===== src/rtl/i2cbm_pkg.sv =====
// Shared types and constants for the I2C byte master.
// No dependencies; used by the engine and the top level.
package i2cbm_pkg;

  localparam logic [1:0]  OP_TICK  = 2'd0;
  localparam logic [1:0]  OP_WRITE = 2'd1;
  localparam logic [1:0]  OP_READ  = 2'd2;

  localparam logic [15:0] HALF_PERIOD_RESET = 16'd100;
  localparam int          DATA_BITS         = 8;

  typedef enum logic [3:0] {
    PH_IDLE,
    PH_S0,
    PH_S1,
    PH_S2,
    PH_WL,
    PH_WH,
    PH_RL,
    PH_RH,
    PH_P0,
    PH_P1,
    PH_P2,
    PH_P3
  } phase_t;

  typedef struct packed {
    logic [1:0] operation;
    logic [7:0] tx_byte;
    logic       with_start;
    logic       with_stop;
    logic       send_ack;
    logic       sda_in;
  } req_t;

  typedef struct packed {
    logic       scl_out;
    logic       sda_out;
    logic       busy_res;
    logic       done_res;
    logic [7:0] rx_byte;
    logic       acked;
    logic       rejected;
  } res_t;

endpackage


===== src/rtl/i2cbm_engine.sv =====
// Bus phase engine: holds the sequence state and works out one result per request.
// Depends on i2cbm_pkg.
module i2cbm_engine import i2cbm_pkg::*; #(
  parameter int TICK_COUNTER_BITS = 16
) (
  input  logic        clk,
  input  logic        rst_n,
  input  logic        req_valid,
  input  req_t        req,
  input  logic [15:0] half_period,
  output res_t        res
);

  localparam int TCB = TICK_COUNTER_BITS;
  localparam int CW  = (TCB >= 16) ? TCB + 1 : 17;

  phase_t          phase_r,    phase_nxt;
  logic [3:0]      bit_r,      bit_nxt;
  logic [7:0]      shift_r,    shift_nxt;
  logic [TCB-1:0]  tick_r,     tick_nxt;
  logic            stop_r,     stop_nxt;
  logic            ackf_r,     ackf_nxt;
  logic            read_r,     read_nxt;
  logic            scl_r,      scl_nxt;
  logic            sda_r,      sda_nxt;
  logic            acks_r,     acks_nxt;
  logic [7:0]      rx_r,       rx_nxt;
  logic            done;
  logic            rej;

  logic            busy;
  logic            is_cmd;
  logic            phase_end;
  logic [CW-1:0]   tick_inc;
  logic [7:0]      sh;
  logic [3:0]      bi;

  assign busy      = (phase_r != PH_IDLE);
  assign is_cmd    = (req.operation == OP_WRITE) || (req.operation == OP_READ);
  assign tick_inc  = CW'(tick_r) + CW'(1);
  assign phase_end = (tick_inc >= CW'(half_period)) || (&tick_r);

  // Shifted data and bit count as they stand after a high phase
  always_comb begin
    sh = shift_r;
    if (bit_r < 4'd8) begin
      if (phase_r == PH_RH) begin
        sh = {shift_r[6:0], req.sda_in};
      end else begin
        sh = {shift_r[6:0], 1'b0};
      end
    end
    bi = bit_r + 4'd1;
  end

  // Next state
  always_comb begin
    phase_nxt = phase_r;
    bit_nxt   = bit_r;
    shift_nxt = shift_r;
    tick_nxt  = tick_r;
    stop_nxt  = stop_r;
    ackf_nxt  = ackf_r;
    read_nxt  = read_r;
    scl_nxt   = scl_r;
    sda_nxt   = sda_r;
    acks_nxt  = acks_r;
    rx_nxt    = rx_r;
    done      = 1'b0;
    rej       = 1'b0;
    if (req_valid) begin
      if (is_cmd) begin
        if (busy) begin
          rej = 1'b1;
        end else begin
          bit_nxt  = '0;
          tick_nxt = '0;
          stop_nxt = req.with_stop;
          read_nxt = (req.operation == OP_READ);
          ackf_nxt = (req.operation == OP_READ) && req.send_ack;
          if (req.operation == OP_READ) begin
            shift_nxt = '0;
            phase_nxt = PH_RL;
            sda_nxt   = 1'b1;
          end else begin
            shift_nxt = req.tx_byte;
            if (req.with_start) begin
              phase_nxt = PH_S0;
              scl_nxt   = 1'b1;
              sda_nxt   = 1'b1;
            end else begin
              phase_nxt = PH_WL;
              sda_nxt   = req.tx_byte[DATA_BITS-1];
            end
          end
        end
      end else if (busy) begin
        if (phase_end) begin
          tick_nxt = '0;
          case (phase_r)
            PH_S0: begin
              phase_nxt = PH_S1;
              sda_nxt   = 1'b0;
            end
            PH_S1: begin
              phase_nxt = PH_S2;
              scl_nxt   = 1'b0;
            end
            PH_S2: begin
              phase_nxt = PH_WL;
              sda_nxt   = (bit_r >= 4'd8) ? ~ackf_r : shift_r[DATA_BITS-1];
            end
            PH_WL: begin
              phase_nxt = PH_WH;
              scl_nxt   = 1'b1;
            end
            PH_RL: begin
              phase_nxt = PH_RH;
              scl_nxt   = 1'b1;
            end
            PH_WH, PH_RH: begin
              if (phase_r == PH_RH && bit_r >= 4'd8) begin
                acks_nxt = ~req.sda_in;
              end
              shift_nxt = sh;
              bit_nxt   = bi;
              scl_nxt   = 1'b0;
              if (bi < 4'd8) begin
                // next data bit
                phase_nxt = read_r ? PH_RL : PH_WL;
                sda_nxt   = read_r ? 1'b1 : sh[DATA_BITS-1];
              end else if (bi == 4'd8) begin
                // acknowledge bit: master drives it on a read, slave on a write
                phase_nxt = read_r ? PH_WL : PH_RL;
                sda_nxt   = read_r ? ~ackf_r : 1'b1;
              end else if (stop_r) begin
                phase_nxt = PH_P0;
              end else begin
                if (read_r) begin
                  rx_nxt = sh;
                end
                phase_nxt = PH_IDLE;
                done      = 1'b1;
              end
            end
            PH_P0: begin
              phase_nxt = PH_P1;
              sda_nxt   = 1'b0;
            end
            PH_P1: begin
              phase_nxt = PH_P2;
              scl_nxt   = 1'b1;
            end
            PH_P2: begin
              phase_nxt = PH_P3;
              sda_nxt   = 1'b1;
            end
            PH_P3: begin
              if (read_r) begin
                rx_nxt = shift_r;
              end
              phase_nxt = PH_IDLE;
              done      = 1'b1;
            end
            default: begin
              phase_nxt = PH_IDLE;
            end
          endcase
        end else begin
          tick_nxt = tick_inc[TCB-1:0];
        end
      end
    end
  end

  // Result for this request
  always_comb begin
    res.scl_out  = scl_nxt;
    res.sda_out  = sda_nxt;
    res.busy_res = (phase_nxt != PH_IDLE);
    res.done_res = done;
    res.rx_byte  = rx_nxt;
    res.acked    = acks_nxt;
    res.rejected = rej;
  end

  always_ff @(posedge clk) begin
    if (!rst_n) begin
      phase_r <= PH_IDLE;
      bit_r   <= '0;
      shift_r <= '0;
      tick_r  <= '0;
      stop_r  <= 1'b0;
      ackf_r  <= 1'b0;
      read_r  <= 1'b0;
      scl_r   <= 1'b1;
      sda_r   <= 1'b1;
      acks_r  <= 1'b0;
      rx_r    <= '0;
    end else begin
      phase_r <= phase_nxt;
      bit_r   <= bit_nxt;
      shift_r <= shift_nxt;
      tick_r  <= tick_nxt;
      stop_r  <= stop_nxt;
      ackf_r  <= ackf_nxt;
      read_r  <= read_nxt;
      scl_r   <= scl_nxt;
      sda_r   <= sda_nxt;
      acks_r  <= acks_nxt;
      rx_r    <= rx_nxt;
    end
  end

endmodule


===== src/rtl/i2c_byte_master_core.sv =====
// Top level of the I2C byte master: request channel, result channel with skid stage,
// half period register. Depends on i2cbm_pkg and i2cbm_engine.
//
//   channel  direction  handshake        payload
//   in_      request    in_valid/stall   operation, tx_byte, flags, sda_in
//   out_     result     out_valid/stall  scl, sda, busy, done, rx_byte, acked, rejected
//   cfg_     write      cfg_valid/ready  half_period_ticks
//
// One request per clock unless in_stall; its result is registered in out_ or the skid.
// The engine state updates in the same cycle that the request is taken.
// A two-deep result buffer (output register plus skid) lets in_stall come from a flop.
// Reset is synchronous: bus released high, engine idle, half period 100 ticks.
// No clearing pass after reset: requests are taken from the first cycle.
module i2c_byte_master_core import i2cbm_pkg::*; #(
  parameter int TICK_COUNTER_BITS = 16
) (
  input  logic        clk,
  input  logic        rst_n,
  input  logic        in_valid,
  output logic        in_stall,
  input  logic [1:0]  in_operation,
  input  logic [7:0]  in_tx_byte,
  input  logic        in_with_start,
  input  logic        in_with_stop,
  input  logic        in_send_ack,
  input  logic        in_sda_in,
  output logic        out_valid,
  input  logic        out_stall,
  output logic        out_scl_out,
  output logic        out_sda_out,
  output logic        out_busy_res,
  output logic        out_done_res,
  output logic [7:0]  out_rx_byte,
  output logic        out_acked,
  output logic        out_rejected,
  input  logic        cfg_valid,
  output logic        cfg_ready,
  input  logic [15:0] cfg_half_period_ticks
);

  logic [15:0] half_r;
  req_t        req;
  res_t        res;
  res_t        out_r,  out_nxt;
  res_t        skid_r, skid_nxt;
  logic        out_valid_r,  out_valid_nxt;
  logic        skid_valid_r, skid_valid_nxt;
  logic        in_acc;
  logic        out_free;

  assign cfg_ready = 1'b1;
  assign in_stall  = skid_valid_r;
  assign in_acc    = in_valid && !skid_valid_r;
  assign out_free  = !out_valid_r || !out_stall;

  always_comb begin
    req.operation  = in_operation;
    req.tx_byte    = in_tx_byte;
    req.with_start = in_with_start;
    req.with_stop  = in_with_stop;
    req.send_ack   = in_send_ack;
    req.sda_in     = in_sda_in;
  end

  i2cbm_engine #(
    .TICK_COUNTER_BITS(TICK_COUNTER_BITS)
  ) u_engine (
    .clk        (clk),
    .rst_n      (rst_n),
    .req_valid  (in_acc),
    .req        (req),
    .half_period(half_r),
    .res        (res)
  );

  // Output register and skid stage
  always_comb begin
    out_nxt        = out_r;
    skid_nxt       = skid_r;
    out_valid_nxt  = out_valid_r;
    skid_valid_nxt = skid_valid_r;
    if (out_free) begin
      // drain the skid first; a new request is held off while it is full
      out_nxt        = skid_valid_r ? skid_r : res;
      out_valid_nxt  = skid_valid_r || in_acc;
      skid_valid_nxt = 1'b0;
    end else if (in_acc) begin
      skid_nxt       = res;
      skid_valid_nxt = 1'b1;
    end
  end

  always_ff @(posedge clk) begin
    if (!rst_n) begin
      out_valid_r  <= 1'b0;
      skid_valid_r <= 1'b0;
      half_r       <= HALF_PERIOD_RESET;
    end else begin
      out_valid_r  <= out_valid_nxt;
      skid_valid_r <= skid_valid_nxt;
      if (cfg_valid && cfg_ready) begin
        half_r <= cfg_half_period_ticks;
      end
    end
  end

  always_ff @(posedge clk) begin
    out_r  <= out_nxt;
    skid_r <= skid_nxt;
  end

  assign out_valid    = out_valid_r;
  assign out_scl_out  = out_r.scl_out;
  assign out_sda_out  = out_r.sda_out;
  assign out_busy_res = out_r.busy_res;
  assign out_done_res = out_r.done_res;
  assign out_rx_byte  = out_r.rx_byte;
  assign out_acked    = out_r.acked;
  assign out_rejected = out_r.rejected;

endmodule


===== config.mk =====
export PLATFORM = sky130hd
export DESIGN_NAME = i2c_byte_master_core
export DESIGN_NICKNAME = d
export VERILOG_FILES = /design/src/rtl/i2cbm_pkg.sv /design/src/rtl/i2cbm_engine.sv /design/src/rtl/i2c_byte_master_core.sv
export SDC_FILE = /design/constraint.sdc
export NUM_CORES = 1
export LEC_CHECK = 0
export BUFFER_PORTS_ARGS = -buffer_cell sky130_fd_sc_hd__buf_2
export CAP_MARGIN = 20
export CORE_MARGIN = 8
export CORE_UTILIZATION = 53
export DETAILED_ROUTE_END_ITERATION = 10
export GPL_ROUTABILITY_DRIVEN = 0
export PLACE_DENSITY = 0.82
export RECOVER_POWER = 50
export SETUP_SLACK_MARGIN = 0.4
export SYNTH_ARGS = -nofsm -noshare
export SYNTH_HDL_FRONTEND = slang
export SYNTH_SLANG_ARGS = --single-unit
export TNS_END_PERCENT = 20

===== constraint.sdc =====
create_clock -name clk -period 3.64 [get_ports clk]
set_input_delay 0.728 -clock clk [delete_from_list [all_inputs] [get_ports clk]]
set_output_delay 0.728 -clock clk [all_outputs]
set_load 0.01 [all_outputs]

==> results of run 1 <==
registers in the layout (all words and copies together), names as in the netlist, 4 cells and up:
signal,flops
half_r,16
out_rx_byte,8
skid_r,14
u_engine.bit_r,4
u_engine.phase_r,4
u_engine.rx_r,8
u_engine.shift_r,8
u_engine.tick_r,16
metal layers:
metal	track usage, %	part of all wire (%)
met2	34.5	51
met5	0	0
met4	7.64	3.2
met1	21.9	39
met3	4.37	6.2
cell type report:
class                   count  area, sq um  share of cell area (%)
multi-input cells         372         2930                    49.9
flip-flops and latches     92         2150                    36.6
repair buffers             70          374                    6.36
well taps                 111          139                    2.36
clock buffers               9          124                    2.11
inverters                  25         93.8                    1.60
clock inverters             7         65.1                    1.11
repair_timing:
item,4_1_cts,5_1_grt
setup buffers,6,7
pin swaps,12,26
resized for setup,19,34
endpoints found under the setup margin,45,63
gates cloned,1,0
cell families after synthesis:
group / synth area share (%)
simple gates: 15.4
compound gates: 19.9
flops: 42.3
buf+inv: 4.22
mux: 10.2
fa+ha+maj: 5.24
xor+xnor: 2.62
other cells: 0.0748
synth_stat cells, types with 4 or more instances:
master | number | area (sq um)
o21ai_0 | 15 | 75.1
a211oi_1 | 13 | 97.6
xor2_1 | 4 | 35.0
nand2b_1 | 4 | 25.0
nand2_1 | 27 | 101
a22oi_1 | 22 | 165
nand3_1 | 11 | 55.1
a22o_1 | 8 | 70.1
nor3_1 | 7 | 35.0
nand4_1 | 9 | 56.3
nor2b_1 | 5 | 31.3
dfxtp_1 | 64 | 1280
mux2_2 | 18 | 203
mux2i_1 | 31 | 310
inv_1 | 23 | 86.3
o211ai_1 | 5 | 37.5
xnor2_1 | 11 | 96.3
o22ai_1 | 7 | 43.8
clkbuf_1 | 23 | 86.3
edfxtp_1 | 28 | 841
nor2_1 | 54 | 203
and2_1 | 11 | 68.8
a21oi_1 | 30 | 150
ha_1 | 21 | 263
power breakdown:
part           total (W)  switching (W)  internal (W)
combinational   0.000294       0.000180      0.000114
clock           0.000657       0.000392      0.000265
sequential       0.00113      0.0000348       0.00109
total            0.00208       0.000607       0.00147
final timing paths:
check / end / depth (start not counted)
max reg2reg: out_rx_byte[7]$_DFFE_PP_ / 12
min reg2reg: half_r[2]$_SDFFE_PN1P_ / 2
max: out_rx_byte[7]$_DFFE_PP_ / 12
min: half_r[2]$_SDFFE_PN1P_ / 2
critical path, delay by kind of cell, from the launching register on:
kind                       cells  cell delay, ns
AOI/OAI and AO/OA              5            1.32
and+or+nand+nor                3            0.61
adders and majority gates      2            0.47
DFF                            1            0.38
muxes                          1            0.28
xor gates and xnor gates       1            0.19
metrics by stage:
stage | hold slack (ns) | setup TNS (ns) | utilization (%) | setup WS [ns]
CTS | 0.497 | 0 | 62.0 | 0.250
global placement | 0.476 | 0 | 58.5 | 0.138
global route | 0.519 | -0.0129 | 63.9 | -0.0129
floorplan | 0.460 | 0 | - | 0.433
finish | 0.489 | 0 | 63.9 | 0.146
detailed placement | 0.482 | 0 | 58.5 | 0.0212
cells in the final DEF (no fill, tap or decap), types with 9 or more instances in the layout:
master,Yosys,final
nand2_1,27,24
and2_1,11,11
buf_4,2,17
a211oi_1,13,13
ha_1,21,19
inv_1,23,24
buf_2,1,32
mux2i_1,31,31
nor2_1,54,52
o21ai_0,15,11
dfxtp_1,64,55
a22oi_1,22,22
nand3_1,11,9
nand4_1,9,9
edfxtp_1,28,28
clkbuf_8,0,9
mux2_2,18,14
a21oi_1,30,30
clkbuf_1,23,20
==> impl_metrics.toml, run 1 <==
[synthesis]
syn_inst = 515
synthDistinctLibCells = 67
ys_ff_latch = 92
synth_nets = 571
synth.avg_cell_area_sq_um = 9.74
async_flop_share_pct = 0
ys_warn_count = 0
synth_edf_count = 28
seq_area_frac_synth_pct = 42.3
synth-main-ff-cell = "dfxtp_1"
synth_area_sq_um = 5020

[placed_design]
dpl.hpwl_um = 8700
placed_area_sq_um = 5380
dp_cells = 656
port_buffers = 50

[floorplan]
initial_core_util_pct = 54.5
core_sq_um = 9200
rows = 35
die-area_sq_um = 12800
fp.dieH_um = 113
io_pins = 52
die_x_um = 113

[clock_network]
cts_hold_buf = 0
htreeDepth = 3
clk_pin_slew_ns = 0.10
clock_sinks = 92
cts_buffers = 9
clockBufferDepth = 2
cts_root_buf = "clkbuf_8"
cts_tree = "done"
clk_latency_ns = 0.37

[global_route]
grt_max_degree = 52
grtUsageTotal_pct = 19.4
grt_pass1_vias = 4289
gr-total-overflow = 0
grt_pass1_wl_um = 20500
antenna_found_initial = 0

[timing]
slew-limit-headroom_pct = -51.1
period_minus_slack_ns = 3.49
setup_violations = 0
tightest_slew_ns = 2.27
max_freq_mhz = 286
fin_worst_skew_ns = 0.0116
finalCritPeriodShare_pct = 96.0
drv_slew = 52
hold_viol_final = 0
rsz0062_at_grt = "yes"

[critical_path]
worstPathRequired_ns = 3.77
critPathLaunch = "u_engine.tick_r[1]$_SDFFE_PN0P_"
reg2reg_from = "u_engine.tick_r[1]$_SDFFE_PN0P_"
crit_chain = "ha_4 > and4_4 > nand4_1 > xnor2_2 > ha_1 > nand4_1 > o41ai_4 > a41oi_4 > o211a_4 > a2111o_1 > a22o_1 > mux2_2"
crit_path_top_delay_cell = "o41ai_4"
cp-start-kind = "flip-flop"
crit_fanout = 5
crit_type = "flip-flop to flip-flop"
r2r_slack_ns = 0.15
worst_setup_path_end_kind = "flip-flop"
cp.arrival_ns = 3.62
cp_common_cell = "nand4_1"
cpPeakStageDelay_ns = 0.46

[cells_and_area]
nets = 626
drive_above_1_share_pct = 22.8
final_cells = 686
fin_area_sq_um = 5880
antenna_cells = 0
syn2layout_area_growth_pct = 17.2
nFillCells = 733

[run_status]
status = "finished with violations"
violations = "capacitance limit, slew limit"

[drt]
vias = 4317
wirelength_um = 12700
drt_iter0_drc = 281
ant_nets = 0
viasPerCell = 6.29
drt-wirelength-per-cell_um = 18.5
first_pass_iters = 4
drc = 0

[worst_hold_path]
hp-start = "half_r[2]$_SDFFE_PN1P_"
hp-class = "flip-flop to flip-flop"

[power_and_ir_drop]
power.total_w = 0.00208
leakagePower_nw = 2.32
power_density_nw_per_um2 = 354
vdd_ir_drop_max_mv = 0.198

[flow_run]
maxCapViolCount = 1
Power figures use the tool's default switching activity.
==> run 2: changes to the inputs <==
--- a/config.mk
+++ b/config.mk
@@ -12,7 +12,7 @@
 export DETAILED_ROUTE_END_ITERATION = 10
 export GPL_ROUTABILITY_DRIVEN = 0
 export PLACE_DENSITY = 0.82
-export RECOVER_POWER = 50
+export RECOVER_POWER = 25
 export SETUP_SLACK_MARGIN = 0.4
 export SYNTH_ARGS = -nofsm -noshare
 export SYNTH_HDL_FRONTEND = slang
==> run 2 against run 1 <==
Against the previous run: the run still ends with capacitance limit, slew limit left; clock power is essentially flat; global-route usage is the same; flip-flop and latch count stayed put; highest routed layer unchanged.
==> impl_metrics.toml, run 2 (synthesis results as in run 1) <==
[clock_network]
cts_buffers = 9
clock_sinks = 92
clockBufferDepth = 2
htreeDepth = 3
cts_root_buf = "clkbuf_8"
clk_latency_ns = 0.37
clk_pin_slew_ns = 0.10
cts_tree = "done"
cts_hold_buf = 0

[drt]
first_pass_iters = 5
drc = 0
top_layer = "met4"
drt_iter0_drc = 260
vias = 4332
wl_met3_um = 770
ant_nets = 0
wl_met2_um = 6520
wirelength_um = 12700
drt-met1-wl_um = 5020
drt-wirelength-per-cell_um = 18.6
viasPerCell = 6.31

[global_route]
antenna_found_initial = 0
gr-total-overflow = 0
grt_pass1_wl_um = 20500
grtUsageTotal_pct = 19.4
grt_pass1_vias = 4289
grt_max_degree = 52

[timing]
finalCritPeriodShare_pct = 96.1
drv_slew = 52
hold_viol_final = 0
period_minus_slack_ns = 3.50
max_freq_mhz = 286
slew-limit-headroom_pct = -51.3
tightest_slew_ns = 2.27
hold_ws_ns = 0.489
setup_violations = 0
fin_worst_skew_ns = 0.00943
rsz0062_at_grt = "yes"

[cells_and_area]
antenna_cells = 0
mostFrequentLayoutCells = "55 x dfxtp_1, 52 x nor2_1, 46 x buf_2, 31 x mux2i_1, 30 x a21oi_1"
drive_above_1_share_pct = 25.6
fin_area_sq_um = 5900
reg_top3 = "half_r (16), u_engine.tick_r (16), skid_r (14)"
syn2layout_area_growth_pct = 17.6
final_common_cell = "dfxtp_1"
fin_util_pct = 64.1
nets = 626

[critical_path]
worst_setup_path_end_kind = "flip-flop"
worstPathRequired_ns = 3.77
crit_fanout = 5
crit_type = "flip-flop to flip-flop"
cp.arrival_ns = 3.63
cp-start-kind = "flip-flop"
reg2reg_depth = 12

[flow_run]
maxCapViolCount = 1

[floorplan]
io_pins = 52
die_x_um = 113
initial_core_util_pct = 54.5
fp.dieH_um = 113
rows = 35
die-area_sq_um = 12800
core_sq_um = 9200

[worst_hold_path]
hp-class = "flip-flop to flip-flop"
holdPathStages = 2

[power_and_ir_drop]
comb_power_share_pct = 14.3
power_frac_clock_pct = 31.6
switching_share_pct = 29.3
power_density_nw_per_um2 = 354
pwr-share-seq_pct = 54.1
leakagePower_nw = 2.38
vdd_ir_drop_max_mv = 0.199
intPower_w = 0.00148
power.total_w = 0.00209
power_switching_w = 0.000611

[placed_design]
placed_area_sq_um = 5380
dpl.hpwl_um = 8700
port_buffers = 50

[run_status]
violations = "capacitance limit, slew limit"
status = "finished with violations"
==> run 2: cell types whose count changed in the layout (fill, tap and decap cells not counted) <==
cell / before / now
inv_1: 24 / 23
clkbuf_1: 20 / 5
buf_2: 32 / 46
inv_2: 0 / 1
buf_4: 17 / 18
==> run 2: layout make-up <==
class | count | area, sq um
Clock inverter | 7 | 65.1
Fill cell | 724 | 3300
Multi-Input combinational cell | 372 | 2930
Sequential cell | 92 | 2150
Tap cell | 111 | 139
Clock buffer | 9 | 124
Inverter | 25 | 93.8
Timing Repair Buffer | 70 | 395
==> run 2: worst paths after layout <==
kind | start | to | slack, ns
max reg2reg | u_engine.tick_r[1]$_SDFFE_PN0P_ | out_rx_byte[7]$_DFFE_PP_ | 0.14
max | u_engine.tick_r[1]$_SDFFE_PN0P_ | out_rx_byte[7]$_DFFE_PP_ | 0.14
min | half_r[2]$_SDFFE_PN1P_ | half_r[2]$_SDFFE_PN1P_ | 0.49
min reg2reg | half_r[2]$_SDFFE_PN1P_ | half_r[2]$_SDFFE_PN1P_ | 0.49
==> run 2: stage by stage <==
stage / setup TNS [ns] / worst slack, ns / cells
CTS: 0 / 0.250 / 679
global route: -0.0129 / -0.0129 / 686
finish: 0 / 0.144 / 686
floorplan: 0 / 0.433 / 515
global placement: 0 / 0.138 / 656
detailed placement: 0 / 0.0212 / 656
==> run 2: critical path: stages (launching register included) <==
cell and delay, ns:
dfxtp_4 0.38, ha_4 0.15, and4_4 0.24, nand4_1 0.14
xnor2_2 0.19, ha_1 0.32, nand4_1 0.24, o41ai_4 0.46
a41oi_4 0.10, o211a_4 0.23, a2111o_1 0.29, a22o_1 0.24
mux2_2 0.27
==> run 2: power by group through the flow <==
| stage | Clock (W) | Combinational (W) | Sequential (W) |
|---|---|---|---|
| final | 0.000660 | 0.000298 | 0.00113 |
| after CTS | 0.000677 | 0.000286 | 0.00113 |
| after detailed placement | 0 | 0.000277 | 0.00116 |
| after global placement | 0 | 0.000268 | 0.00115 |
| after global routing | 0.000713 | 0.000328 | 0.00114 |
| after floorplan | 0 | 0.000191 | 0.00115 |
==> run 2: timing repair <==
action                     CTS  global route
setup endpoints to repair   45            63
gates cloned                 1             0
gates resized for setup     19            34
pin swaps                   12            26
buffers inserted             6             7
==> run 2: per-layer routing <==
layer	vias up	track usage [%]
met4	0	7.64
met1	2076	21.9
met3	43	4.37
li1	2024	-
met5	-	0
met2	189	34.5
